[config.mk]
export PLATFORM = sky130hd
export DESIGN_NAME = glob_name_matcher
export DESIGN_NICKNAME = d
export VERILOG_FILES = /design/src/sv/gnm_pkg.sv /design/src/sv/glob_name_matcher.sv
export SDC_FILE = /design/constraint.sdc
export NUM_CORES = 1
export LEC_CHECK = 0
export BUFFER_PORTS_ARGS = -buffer_cell sky130_fd_sc_hd__clkbuf_2
export CORE_MARGIN = 2
export CORE_UTILIZATION = 37
export DETAILED_ROUTE_END_ITERATION = 12
export PLACE_DENSITY_LB_ADDON = 0.1
export SLEW_MARGIN = 10
export SYNTH_ARGS = -nofsm -noshare
export SYNTH_HDL_FRONTEND = slang
export SYNTH_SLANG_ARGS = --single-unit
[constraint.sdc]
create_clock -name clk -period 8.2 [get_ports clk]
set_input_delay 0.41 -clock clk [delete_from_list [all_inputs] [get_ports clk]]
set_output_delay 0.41 -clock clk [all_outputs]
set_load 0.005 [all_outputs]
[src/sv/gnm_pkg.sv]
// shared types and constants for the glob name matcher
// used by glob_name_matcher and gnm_checker, no dependencies
package gnm_pkg;

  localparam int PATTERN_CHARS_DEF = 32;
  localparam int PATTERN_CHARS_MAX = 64;

  localparam int CHAR_W     = 8;
  localparam int LEN_W      = 6;
  localparam int WORD_W     = 64;
  localparam int CFG_IDX_W  = 3;
  localparam int CHARS_PER_ROW = WORD_W / CHAR_W;

  // configuration register indexes
  localparam logic [CFG_IDX_W-1:0] CFG_LENGTH = 3'd0;
  localparam logic [CFG_IDX_W-1:0] CFG_WORD_0 = 3'd1;
  localparam logic [CFG_IDX_W-1:0] CFG_WORD_3 = 3'd4;

  // pattern metacharacters
  localparam logic [CHAR_W-1:0] CH_BACKSLASH = 8'h5C;
  localparam logic [CHAR_W-1:0] CH_QMARK     = 8'h3F;
  localparam logic [CHAR_W-1:0] CH_STAR      = 8'h2A;
  localparam logic [CHAR_W-1:0] CH_LBRACK    = 8'h5B;
  localparam logic [CHAR_W-1:0] CH_BANG      = 8'h21;
  localparam logic [CHAR_W-1:0] CH_DASH      = 8'h2D;
  localparam logic [CHAR_W-1:0] CH_RBRACK    = 8'h5D;

  typedef enum logic [1:0] {
    VERDICT_OPEN  = 2'd0,
    VERDICT_FAIL  = 2'd1,
    VERDICT_MATCH = 2'd2,
    VERDICT_SUPER = 2'd3
  } verdict_t;

  typedef enum logic [3:0] {
    ST_IDLE,
    ST_BEGIN,
    ST_ELEM,
    ST_ESC_CHK,
    ST_STAR2,
    ST_CLS,
    ST_CLS_HI,
    ST_CLS_END,
    ST_FINISH,
    ST_TRAIL,
    ST_TRAIL_CHK,
    ST_OUT
  } state_t;

  // output word: bit 0 is_match, bit 1 is_supermatch
  localparam int OUT_MATCH_BIT = 0;
  localparam int OUT_SUPER_BIT = 1;

endpackage

[src/sv/glob_name_matcher.sv]
// glob pattern matcher, one name character per input word
// depends on gnm_pkg; gnm_checker is bound to it from its own file
// a word is taken only in the idle state, once the previous word is fully handled:
// an escape reads the escaped character, a '*' looks ahead for '**' or starts a search,
// a class walks each class character and reads the upper bound of each range, and the
// last word walks any trailing '*' and waits until the result word loads, so a stalled
// result word holds off the input
// reset clears control state, the pattern length and the row valid bits; unwritten pattern rows read as zero
module glob_name_matcher #(
  parameter int PATTERN_CHARS = gnm_pkg::PATTERN_CHARS_DEF
) (
  input  logic        clk,
  input  logic        rst,
  // name stream in
  input  logic        s_tvalid,
  output logic        s_tready,
  input  logic [7:0]  s_tdata,   // [7:0] name_char
  input  logic        s_tlast,   // end_of_name
  input  logic [0:0]  s_tuser,   // [0] no_char
  // verdict stream out
  output logic        m_tvalid,
  input  logic        m_tready,
  output logic [7:0]  m_tdata,   // [0] is_match, [1] is_supermatch, [7:2] zero
  // configuration writes
  input  logic        cfg_we,
  input  logic [2:0]  cfg_index,
  input  logic [63:0] cfg_data
);

  // position width holds 0..PATTERN_CHARS
  localparam int PW   = $clog2(PATTERN_CHARS + 1);
  localparam int ROWS = (PATTERN_CHARS + gnm_pkg::CHARS_PER_ROW - 1) / gnm_pkg::CHARS_PER_ROW;
  localparam int RW   = (ROWS > 1) ? $clog2(ROWS) : 1;
  localparam int SW   = $clog2(gnm_pkg::CHARS_PER_ROW);

  // pattern memory: one row holds eight characters, as written by one config word
  logic [gnm_pkg::WORD_W-1:0] mem [ROWS];
  logic [ROWS-1:0]            row_valid;
  logic [gnm_pkg::LEN_W-1:0]  pattern_length;

  logic [gnm_pkg::CFG_IDX_W-1:0] wr_idx;
  logic                          wr_row_en;

  assign wr_idx    = cfg_index - gnm_pkg::CFG_WORD_0;
  assign wr_row_en = cfg_we && (cfg_index >= gnm_pkg::CFG_WORD_0) &&
                     (cfg_index <= gnm_pkg::CFG_WORD_3) && (32'(wr_idx) < ROWS);

  always_ff @(posedge clk) begin
    if (wr_row_en) begin
      mem[RW'(wr_idx)] <= cfg_data;
    end
  end

  always_ff @(posedge clk) begin
    if (rst) begin
      row_valid      <= '0;
      pattern_length <= '0;
    end else if (cfg_we) begin
      if (cfg_index == gnm_pkg::CFG_LENGTH) begin
        pattern_length <= cfg_data[gnm_pkg::LEN_W-1:0];
      end
      if (wr_row_en) begin
        row_valid[RW'(wr_idx)] <= 1'b1;
      end
    end
  end

  // effective length, clamped to the memory size
  logic [6:0]    len7;
  logic [6:0]    lim7;
  logic [PW-1:0] len_eff;
  logic [PW:0]   len_x;

  assign len7    = {1'b0, pattern_length};
  assign lim7    = 7'(PATTERN_CHARS);
  assign len_eff = PW'((len7 > lim7) ? lim7 : len7);
  assign len_x   = {1'b0, len_eff};

  // read port, data registered and ready in the cycle after the address
  logic                       rd_en;
  logic [PW-1:0]              rd_addr;
  logic [gnm_pkg::WORD_W-1:0] rd_row_q;
  logic [SW-1:0]              rd_sel_q;
  logic                       rd_valid_q;
  logic [7:0]                 pd;
  logic [RW-1:0]              rd_row;

  assign rd_row = RW'(rd_addr >> SW);

  always_ff @(posedge clk) begin
    if (rd_en) begin
      rd_row_q   <= mem[rd_row];
      rd_sel_q   <= rd_addr[SW-1:0];
      rd_valid_q <= row_valid[rd_row];
    end
  end

  // a row never written reads as zero, like the cleared pattern after reset
  assign pd = rd_valid_q ? rd_row_q[rd_sel_q*8 +: 8] : 8'h00;

  // matcher state
  gnm_pkg::state_t   state, state_next;
  gnm_pkg::verdict_t verdict, verdict_next;
  logic [PW-1:0]     pos, pos_next;
  logic              star, star_next;
  logic [7:0]        cur_char;
  logic              cur_last;
  logic              cur_none;
  // class walk
  logic [PW-1:0]     g, g_next;
  logic              inv, inv_next;
  logic              matched, matched_next;
  logic              have_prev, have_prev_next;
  logic [7:0]        prev, prev_next;
  logic              cls_first, cls_first_next;

  logic              in_fire;
  logic              out_free;
  logic              out_load;
  logic [PW:0]       pos_p1;
  logic [PW:0]       pos_p2;
  logic [PW:0]       g_p1;
  logic [PW:0]       g_p2;

  assign in_fire  = s_tvalid && s_tready;
  assign out_free = !m_tvalid || m_tready;
  assign out_load = (state == gnm_pkg::ST_OUT) && out_free;
  assign pos_p1   = {1'b0, pos} + (PW+1)'(1);
  assign pos_p2   = {1'b0, pos} + (PW+1)'(2);
  assign g_p1     = {1'b0, g} + (PW+1)'(1);
  assign g_p2     = {1'b0, g} + (PW+1)'(2);

  always_ff @(posedge clk) begin
    if (rst) begin
      state     <= gnm_pkg::ST_IDLE;
      verdict   <= gnm_pkg::VERDICT_OPEN;
      pos       <= '0;
      star      <= 1'b0;
      cur_last  <= 1'b0;
      cur_none  <= 1'b0;
      inv       <= 1'b0;
      matched   <= 1'b0;
      have_prev <= 1'b0;
      cls_first <= 1'b0;
      g         <= '0;
    end else begin
      state     <= state_next;
      verdict   <= verdict_next;
      pos       <= pos_next;
      star      <= star_next;
      inv       <= inv_next;
      matched   <= matched_next;
      have_prev <= have_prev_next;
      cls_first <= cls_first_next;
      g         <= g_next;
      if (in_fire) begin
        cur_last <= s_tlast;
        cur_none <= s_tuser[0];
      end
    end
  end

  always_ff @(posedge clk) begin
    prev <= prev_next;
    if (in_fire) begin
      cur_char <= s_tdata;
    end
  end

  // next state and datapath
  logic        cls_go;
  logic [PW:0] cls_ng;
  logic        elem_go;

  always_comb begin
    state_next     = state;
    verdict_next   = verdict;
    pos_next       = pos;
    star_next      = star;
    g_next         = g;
    inv_next       = inv;
    matched_next   = matched;
    have_prev_next = have_prev;
    prev_next      = prev;
    cls_first_next = cls_first;
    rd_en          = 1'b0;
    rd_addr        = pos;
    cls_go         = 1'b0;
    cls_ng         = g_p1;
    elem_go        = 1'b0;

    case (state)
      gnm_pkg::ST_IDLE: begin
        if (in_fire) begin
          state_next = gnm_pkg::ST_BEGIN;
        end
      end

      gnm_pkg::ST_BEGIN: begin
        if (cur_none || verdict != gnm_pkg::VERDICT_OPEN) begin
          state_next = gnm_pkg::ST_FINISH;
        end else if ({1'b0, pos} < len_x) begin
          rd_en      = 1'b1;
          rd_addr    = pos;
          state_next = gnm_pkg::ST_ELEM;
        end else begin
          // a star search with no pattern left keeps searching, else the name is too long
          if (!star) begin
            verdict_next = gnm_pkg::VERDICT_FAIL;
          end
          state_next = gnm_pkg::ST_FINISH;
        end
      end

      gnm_pkg::ST_ELEM: begin
        state_next = gnm_pkg::ST_FINISH;
        if (star) begin
          if (pd == cur_char) begin
            star_next = 1'b0;
            elem_go   = 1'b1;
          end
        end else begin
          elem_go = 1'b1;
        end
        if (elem_go) begin
          case (pd)
            gnm_pkg::CH_BACKSLASH: begin
              if (pos_p1 < len_x) begin
                rd_en      = 1'b1;
                rd_addr    = pos_p1[PW-1:0];
                state_next = gnm_pkg::ST_ESC_CHK;
              end else begin
                verdict_next = gnm_pkg::VERDICT_FAIL;
              end
            end
            gnm_pkg::CH_QMARK: begin
              pos_next = pos_p1[PW-1:0];
            end
            gnm_pkg::CH_STAR: begin
              if (pos_p1 < len_x) begin
                rd_en      = 1'b1;
                rd_addr    = pos_p1[PW-1:0];
                state_next = gnm_pkg::ST_STAR2;
              end else begin
                verdict_next = gnm_pkg::VERDICT_MATCH;
              end
            end
            gnm_pkg::CH_LBRACK: begin
              g_next         = pos_p1[PW-1:0];
              inv_next       = 1'b0;
              matched_next   = 1'b0;
              have_prev_next = 1'b0;
              cls_first_next = 1'b1;
              if (pos_p1 < len_x) begin
                rd_en      = 1'b1;
                rd_addr    = pos_p1[PW-1:0];
                state_next = gnm_pkg::ST_CLS;
              end else begin
                state_next = gnm_pkg::ST_CLS_END;
              end
            end
            default: begin
              if (pd == cur_char) begin
                pos_next = pos_p1[PW-1:0];
              end else begin
                verdict_next = gnm_pkg::VERDICT_FAIL;
              end
            end
          endcase
        end
      end

      gnm_pkg::ST_ESC_CHK: begin
        if (pd == cur_char) begin
          pos_next = pos_p2[PW-1:0];
        end else begin
          verdict_next = gnm_pkg::VERDICT_FAIL;
        end
        state_next = gnm_pkg::ST_FINISH;
      end

      gnm_pkg::ST_STAR2: begin
        if (pd == gnm_pkg::CH_STAR) begin
          verdict_next = gnm_pkg::VERDICT_SUPER;
          state_next   = gnm_pkg::ST_FINISH;
        end else begin
          // start the search on the character after the star
          pos_next   = pos_p1[PW-1:0];
          star_next  = 1'b1;
          state_next = gnm_pkg::ST_BEGIN;
        end
      end

      gnm_pkg::ST_CLS: begin
        cls_first_next = 1'b0;
        if (cls_first && pd == gnm_pkg::CH_BANG) begin
          inv_next = 1'b1;
          cls_go   = 1'b1;
          cls_ng   = g_p1;
        end else if (pd == gnm_pkg::CH_RBRACK) begin
          state_next = gnm_pkg::ST_CLS_END;
        end else if (pd == gnm_pkg::CH_DASH && have_prev && g_p1 < len_x) begin
          // possible range, look at the upper bound
          rd_en      = 1'b1;
          rd_addr    = g_p1[PW-1:0];
          state_next = gnm_pkg::ST_CLS_HI;
        end else begin
          if (pd == cur_char) begin
            matched_next = 1'b1;
          end
          prev_next      = pd;
          have_prev_next = 1'b1;
          cls_go         = 1'b1;
          cls_ng         = g_p1;
        end
      end

      gnm_pkg::ST_CLS_HI: begin
        if (pd != gnm_pkg::CH_RBRACK) begin
          if (cur_char >= prev && cur_char <= pd) begin
            matched_next = 1'b1;
          end
          have_prev_next = 1'b0;
          cls_ng         = g_p2;
        end else begin
          // dash right before the closing bracket is literal
          if (cur_char == gnm_pkg::CH_DASH) begin
            matched_next = 1'b1;
          end
          prev_next      = gnm_pkg::CH_DASH;
          have_prev_next = 1'b1;
          cls_ng         = g_p1;
        end
        cls_go = 1'b1;
      end

      gnm_pkg::ST_CLS_END: begin
        if (matched != inv) begin
          pos_next = ({1'b0, g} < len_x) ? g_p1[PW-1:0] : g;
        end else begin
          verdict_next = gnm_pkg::VERDICT_FAIL;
        end
        state_next = gnm_pkg::ST_FINISH;
      end

      gnm_pkg::ST_FINISH: begin
        if (!cur_last) begin
          state_next = gnm_pkg::ST_IDLE;
        end else if (verdict != gnm_pkg::VERDICT_OPEN) begin
          state_next = gnm_pkg::ST_OUT;
        end else if (star) begin
          verdict_next = gnm_pkg::VERDICT_FAIL;
          state_next   = gnm_pkg::ST_OUT;
        end else begin
          state_next = gnm_pkg::ST_TRAIL;
        end
      end

      gnm_pkg::ST_TRAIL: begin
        if ({1'b0, pos} < len_x) begin
          rd_en      = 1'b1;
          rd_addr    = pos;
          state_next = gnm_pkg::ST_TRAIL_CHK;
        end else begin
          verdict_next = gnm_pkg::VERDICT_MATCH;
          state_next   = gnm_pkg::ST_OUT;
        end
      end

      gnm_pkg::ST_TRAIL_CHK: begin
        if (pd == gnm_pkg::CH_STAR) begin
          pos_next   = pos_p1[PW-1:0];
          state_next = gnm_pkg::ST_TRAIL;
        end else begin
          verdict_next = gnm_pkg::VERDICT_FAIL;
          state_next   = gnm_pkg::ST_OUT;
        end
      end

      gnm_pkg::ST_OUT: begin
        if (out_free) begin
          verdict_next = gnm_pkg::VERDICT_OPEN;
          pos_next     = '0;
          star_next    = 1'b0;
          state_next   = gnm_pkg::ST_IDLE;
        end
      end

      default: begin
        state_next = gnm_pkg::ST_IDLE;
      end
    endcase

    // step the class walk to the next character or close it at the pattern end
    if (cls_go) begin
      g_next = cls_ng[PW-1:0];
      if (cls_ng < len_x) begin
        rd_en      = 1'b1;
        rd_addr    = cls_ng[PW-1:0];
        state_next = gnm_pkg::ST_CLS;
      end else begin
        state_next = gnm_pkg::ST_CLS_END;
      end
    end
  end

  // handshake outputs
  always_comb begin
    s_tready = (state == gnm_pkg::ST_IDLE);
  end

  // result register, parts the matcher from the consumer
  logic [7:0] out_word;

  always_comb begin
    out_word                        = '0;
    out_word[gnm_pkg::OUT_MATCH_BIT] = (verdict == gnm_pkg::VERDICT_MATCH) ||
                                       (verdict == gnm_pkg::VERDICT_SUPER);
    out_word[gnm_pkg::OUT_SUPER_BIT] = (verdict == gnm_pkg::VERDICT_SUPER);
  end

  always_ff @(posedge clk) begin
    if (rst) begin
      m_tvalid <= 1'b0;
    end else if (out_load) begin
      m_tvalid <= 1'b1;
    end else if (m_tready) begin
      m_tvalid <= 1'b0;
    end
  end

  always_ff @(posedge clk) begin
    if (out_load) begin
      m_tdata <= out_word;
    end
  end

endmodule

### Yosys cells after proc, flatten, opt, wreduce, memory -nomap -nowiden

Memories as Yosys holds them, arrays and structs flattened. A register that Yosys moved wholly into a read port is not among the register bits.
Cells that the tools add are included.

* register bits: 58
* bits in writable memories: 256
* input bits: 82
* output and inout bits: 10
* logic and storage cells: 263
* memories kept: 1

* $add $sub $neg: 5
* $lt $le $gt $ge: 14
* equality and inequality tests: 59
* shift operators: 1
* muxes and demuxes: 121
* bitwise operators: 1
* reductions and logical operators: 42

Memory list
* mem: words 4, width 64, read ports 1, clocked after memory_dff 1, wr ports 1, line glob_name_matcher.sv:37 `logic [gnm_pkg::WORD_W-1:0] mem [ROWS];`

Operators by type and width (number)
* 2-to-1 mux 6 bit: 13
* indexed part select 64 x 7 -> 8 bit: 1
* 2-to-1 mux 4 bit: 13
* != test 2 bit (second input constant): 26
* one-hot mux 4 bit (11 select lines): 1
* 2-to-1 mux 1 bit: 43
* equality test 8 x 6 -> 1 bit (second input constant): 5
* 2-to-1 mux 2 bit: 20
* 2-to-1 mux 5 bit: 8
* 2-to-1 mux 8 bit: 5
* one-hot mux 6 bit (6 select lines): 1
* equality test 8 x 7 -> 1 bit (second input constant): 3
* < comparator 7 x 6 -> 1 bit: 3
* != test 3 bit (second input constant): 7
* one-hot mux 2 bit (9 select lines): 1
* AND reduction 9 bit: 2
* equality test 4 x 3 -> 1 bit (second input constant): 4
* equality test 4 bit (second input constant): 4
* one-hot mux 8 bit (2 select lines): 1
* AND reduction 16 bit: 1
* adder 6 x 1 -> 7 bit (second input constant): 2
* 2-to-1 mux 7 bit: 2
* nonzero test 2 bit: 7
* < comparator 6 bit: 2
* other kinds (44): 68

### Depth between registers and ports, before layout

* word-level depth: 13
* gate-level depth with buffers: 24
* mapped depth without buffers: 17

### Worst setup path before layout

Ideal clock, no wire load.

* path kind: input port to flip-flop
* start point: input port cfg_index[0]
* end point: memory mem[1][0] (netlist bit) (enable)
* library setup time: 0.670 ns
* arrival: 7.487 ns
* data required time: 7.530 ns
* path slack: 0.042 ns
* stages on the path: 4
* buffers on the path: 0
* cells stage by stage: nor2_1 -> inv_1 -> ha_1 -> nor4b_1

* word-level cells in the longest chain between the ends: 6
* elaborated cells on any way between the ends: 9
* classes of those cells: add/sub: 1; order compare: 3; mux: 2; reduce/logical: 3

RTL lines
* start: declaration: line glob_name_matcher.sv:26 `input logic [2:0] cfg_index,`
* branches (longest 6 deep; another with subtractor 3 x 1 -> 3 bit)
* end: declaration: line glob_name_matcher.sv:37

Several ways; the timed one is not identified.

### Worst setup path after layout

* start point: register rd_sel_q[2]
* end point: register rd_row_q[43] (netlist bit), read port of mem (data pin)

* word-level cells in the longest chain between the ends: 11
* elaborated cells on any way between the ends: 40
* classes of those cells: order compare: 1; eq/ne: 8; shift: 1; mux: 26; reduce/logical: 4

RTL lines
* start: declaration: line glob_name_matcher.sv:83 `logic [SW-1:0] rd_sel_q;`
* start signal: assignment: line glob_name_matcher.sv:93 `rd_sel_q <= rd_addr[SW-1:0];`
* indexed part select 64 x 7 -> 8 bit (*): line glob_name_matcher.sv:99 `assign pd = rd_valid_q ? rd_row_q[rd_sel_q*8 +: 8] : 8'h00;`
* 2-to-1 mux 8 bit (*): line glob_name_matcher.sv:99
* branches (longest 9 deep; another with < comparator 7 x 6 -> 1 bit)
* end: declaration: line glob_name_matcher.sv:82 `logic [gnm_pkg::WORD_W-1:0] rd_row_q;`

Every way passes the cells marked *. The select of a mux whose other input is x is not followed.
A chain may end at the register's enable or synchronous reset.

==> flow_metrics.py <==
metrics = {
    "placed_design": {
        "numPortBuffers": 85,
        "dp.cells": 1867,
        "dp_hpwl_um": 26700,
        "gp_congestion": 0.876,
    },
    "logic_synthesis": {
        "ys_types": 78,
        "ys_seq_area_frac": 0.631,
        "ys.flop_type": "edfxtp_1",
        "yosysWarningCount": 0,
        "syn_inst": 1221,
        "synthArstFlopShare": 0,
        "syn_area_per_cell_um2": 14.3,
        "synth_seq_cells": 378,
        "syn_area_um2": 17400,
        "synth_edf_count": 342,
    },
    "clock_network": {
        "postCtsResizedCells": 0,
        "worstSkewPairLatency_ns": 0.56,
        "htree_levels": 2,
        "cts_tree": "yes",
        "clkTransAtPathRegs_ns": 0.06,
        "cts_root_buf": "clkbuf_16",
        "cts_made_buffers": 43,
        "clock_sinks": 378,
        "clk_path_buf_depth": 3,
    },
    "drt": {
        "drt.antenna.violating_nets": 0,
        "vias_per_cell": 5.18,
        "wl_per_cell_um": 20.9,
        "drc": 0,
        "routed_wl_um": 40800,
        "vias": 10100,
        "first_pass_iters": 5,
        "drt_iter0_markers": 730,
    },
    "sta": {
        "max_slew_margin": 0.256,
        "timing_worst_slew_pin_value_ns": 1.12,
        "rsz0062_at_grt": "no",
        "skew_ns": 0.0261,
        "finalHoldViolations": 0,
        "maxSlewViolCount": 0,
        "fin_setup_tns_ns": 0,
        "max_freq_mhz": 155,
        "fin_crit_sh": 0.785,
        "setup_viol": 0,
        "period_minus_slack_ns": 6.44,
    },
    "worst_setup_path": {
        "path_class": "reg -> reg",
        "worst_ep_arrival_time_ns": 6.72,
        "slowest_stage": "edfxtp_1",
        "slowest_delay_ns": 1.08,
        "path_max_fanout": 81,
        "cp_cell_sequence": "mux2i_1 -> mux2_2 -> o32ai_1 -> and3_1 -> a21oi_1 -> buf_4 -> a31o_2 -> xnor2_1 -> ha_1 -> a21o_1 -> a21oi_1 -> o21ai_0 -> a211oi_2 -> o21ai_2 -> mux2_8 -> buf_4 -> mux2i_1 -> mux2i_1",
        "crit_top_cell": "mux2i_1",
        "critPathLaunchType": "flop",
        "cp-end-kind": "flop",
        "required_ns": 8.49,
    },
    "finish": {
        "nets": 1435,
        "diodes": 0,
        "instances_no_fill": 1947,
        "layout-area-overhead-vs-synth_pct": 13.3,
        "layout-drive-gt1-share": 0.144,
        "layout_commonest_cell": "edfxtp_1",
        "most-common-layout-cells": "edfxtp_1, mux2i_1, clkbuf_2",
    },
    "floorplanning": {
        "coreArea_um2": 46500,
        "ios": 92,
        "initial_utilization": 0.375,
        "die-area_um2": 48800,
        "die_h_um": 221,
        "std_cell_rows": 79,
        "die_x_um": 221,
    },
    "global_route": {
        "track_usage": 0.165,
        "grt_max_degree": 82,
        "grt_antenna_before_repair": 2,
        "grt-ovfl-total": 0,
        "grt_pass1_wl_um": 62100,
        "grt_pass1_vias": 10000,
    },
    "hold_path": {
        "hp-class": "in -> reg",
    },
    "power": {
        "power_density_nw_per_um2": 222,
        "leakage_uw": 0.00704,
        "finalPower_uw": 4380,
        "ir_drop_mv": 0.152,
    },
    "run_status": {
        "status": "finished clean",
    },
    "job": {
        "drv_cap": 0,
    },
}
[cell usage after synthesis, types with 4 or more instances]
master,number,area share
nand3_1,22,0.0063
and3_1,8,0.0029
and2_1,6,0.0022
ha_1,44,0.032
o21a_1,10,0.0043
dfxtp_1,36,0.041
a311oi_1,4,0.0020
a21o_1,15,0.0065
edfxtp_1,342,0.59
nand2b_1,16,0.0057
xnor2_1,15,0.0075
mux2_2,5,0.0032
a211oi_1,10,0.0043
nand2_1,78,0.017
nor3_1,14,0.0040
buf_4,11,0.0047
buf_6,5,0.0032
nand4_1,8,0.0029
buf_2,11,0.0032
inv_1,36,0.0078
mux4_2,9,0.012
xor2_1,4,0.0020
mux2i_1,221,0.13
nor2b_1,10,0.0036
buf_12,5,0.0057
nand4b_1,6,0.0030
a21oi_1,43,0.012
o21ai_0,33,0.0095
o22ai_1,4,0.0014
nor2_1,66,0.014
o2111ai_1,5,0.0025
buf_8,6,0.0052
clkbuf_1,25,0.0054
a31oi_1,9,0.0032
[worst paths after layout]
path,start,end,slack [ns],cells past startpoint
worst max-delay path,rd_sel_q[2],rd_row_q[43],1.76,18
worst min-delay path,s_tdata[2],cur_char[2],0.03,1
worst max register to register,rd_sel_q[2],rd_row_q[43],1.76,18
worst min register to register,pattern_length[2],pattern_length[2],0.46,2
[critical path: cells and delay by family (launching register included)]
| family | cells | cell delay, ns |
|---|---|---|
| adders and majority gates | 1 | 0.30 |
| muxes | 5 | 1.70 |
| and+or+nand+nor | 1 | 0.33 |
| xor gates and xnor gates | 1 | 0.24 |
| DFF | 1 | 1.08 |
| buffers and inverters | 2 | 0.69 |
| AOI/OAI and AO/OA | 8 | 1.68 |
[cell families (layout without fill, tap and decap cells)]
group / after synthesis / in the layout / synth area share
flip-flops: 378 / 378 / 0.631
AND/OR/NAND/NOR: 261 / 261 / 0.0754
multiplexers: 241 / 241 / 0.148
AO/OA/AOI/OAI: 175 / 175 / 0.0675
buffers and inverters: 101 / 215 / 0.0356
adder cells (fa/ha/maj): 45 / 45 / 0.0322
XOR/XNOR: 19 / 19 / 0.00956
other: 1 / 6 / 0.000215
[metrics by stage]
| step | setup slack, ns | hold WS [ns] | util | instance area [um2] |
|---|---|---|---|---|
| floorplan | 0.0422 | 0.437 | - | 17400 |
| global placement | 1.93 | 0.444 | 0.394 | 18300 |
| detailed placement | 1.80 | 0.449 | 0.394 | 18300 |
| CTS | 1.79 | 0.0000409 | 0.424 | 19700 |
| global route | 1.44 | 0.0171 | 0.424 | 19700 |
| finish | 1.76 | 0.0339 | 0.424 | 19700 |
[power by group]
part           leakage, uW  internal, uW  switching, uW
sequential         0.00339          2180           58.9
combinational      0.00298           102            155
clock             0.000669          1140            749
[state kept, by name, summed over array words and instances, names as in the netlist, 2 cells and up]
name,count
pattern_length,6
pos,6
verdict,2
rd_sel_q,3
cur_char,8
row_valid,4
mem,256
state,4
rd_row_q,64
prev,8
m_tdata,2
g,6
[final cells by class]
type,count,area (um2)
Sequential cell,378,11000
Clock inverter,24,253
Tap cell,607,759
Inverter,37,139
Clock buffer,52,1130
Fill cell,4309,26700
Timing Repair Buffer,102,576
Multi-Input combinational cell,747,5870
[per-layer routing]
layer,vias to the layer above,wire length [um],GRT usage
li1,4859,-,-
met1,4945,18600,0.222
met2,214,19400,0.270
met3,57,1810,0.0315
met4,4,1010,0.0533
met5,-,26,0
[timing repair]
item / CTS / global route
setup buffers: 0 / 0
hold buffers: 4 / 0
endpoints found under the hold margin: 4 / 0
Note: power is estimated with default switching activity, not from simulation.
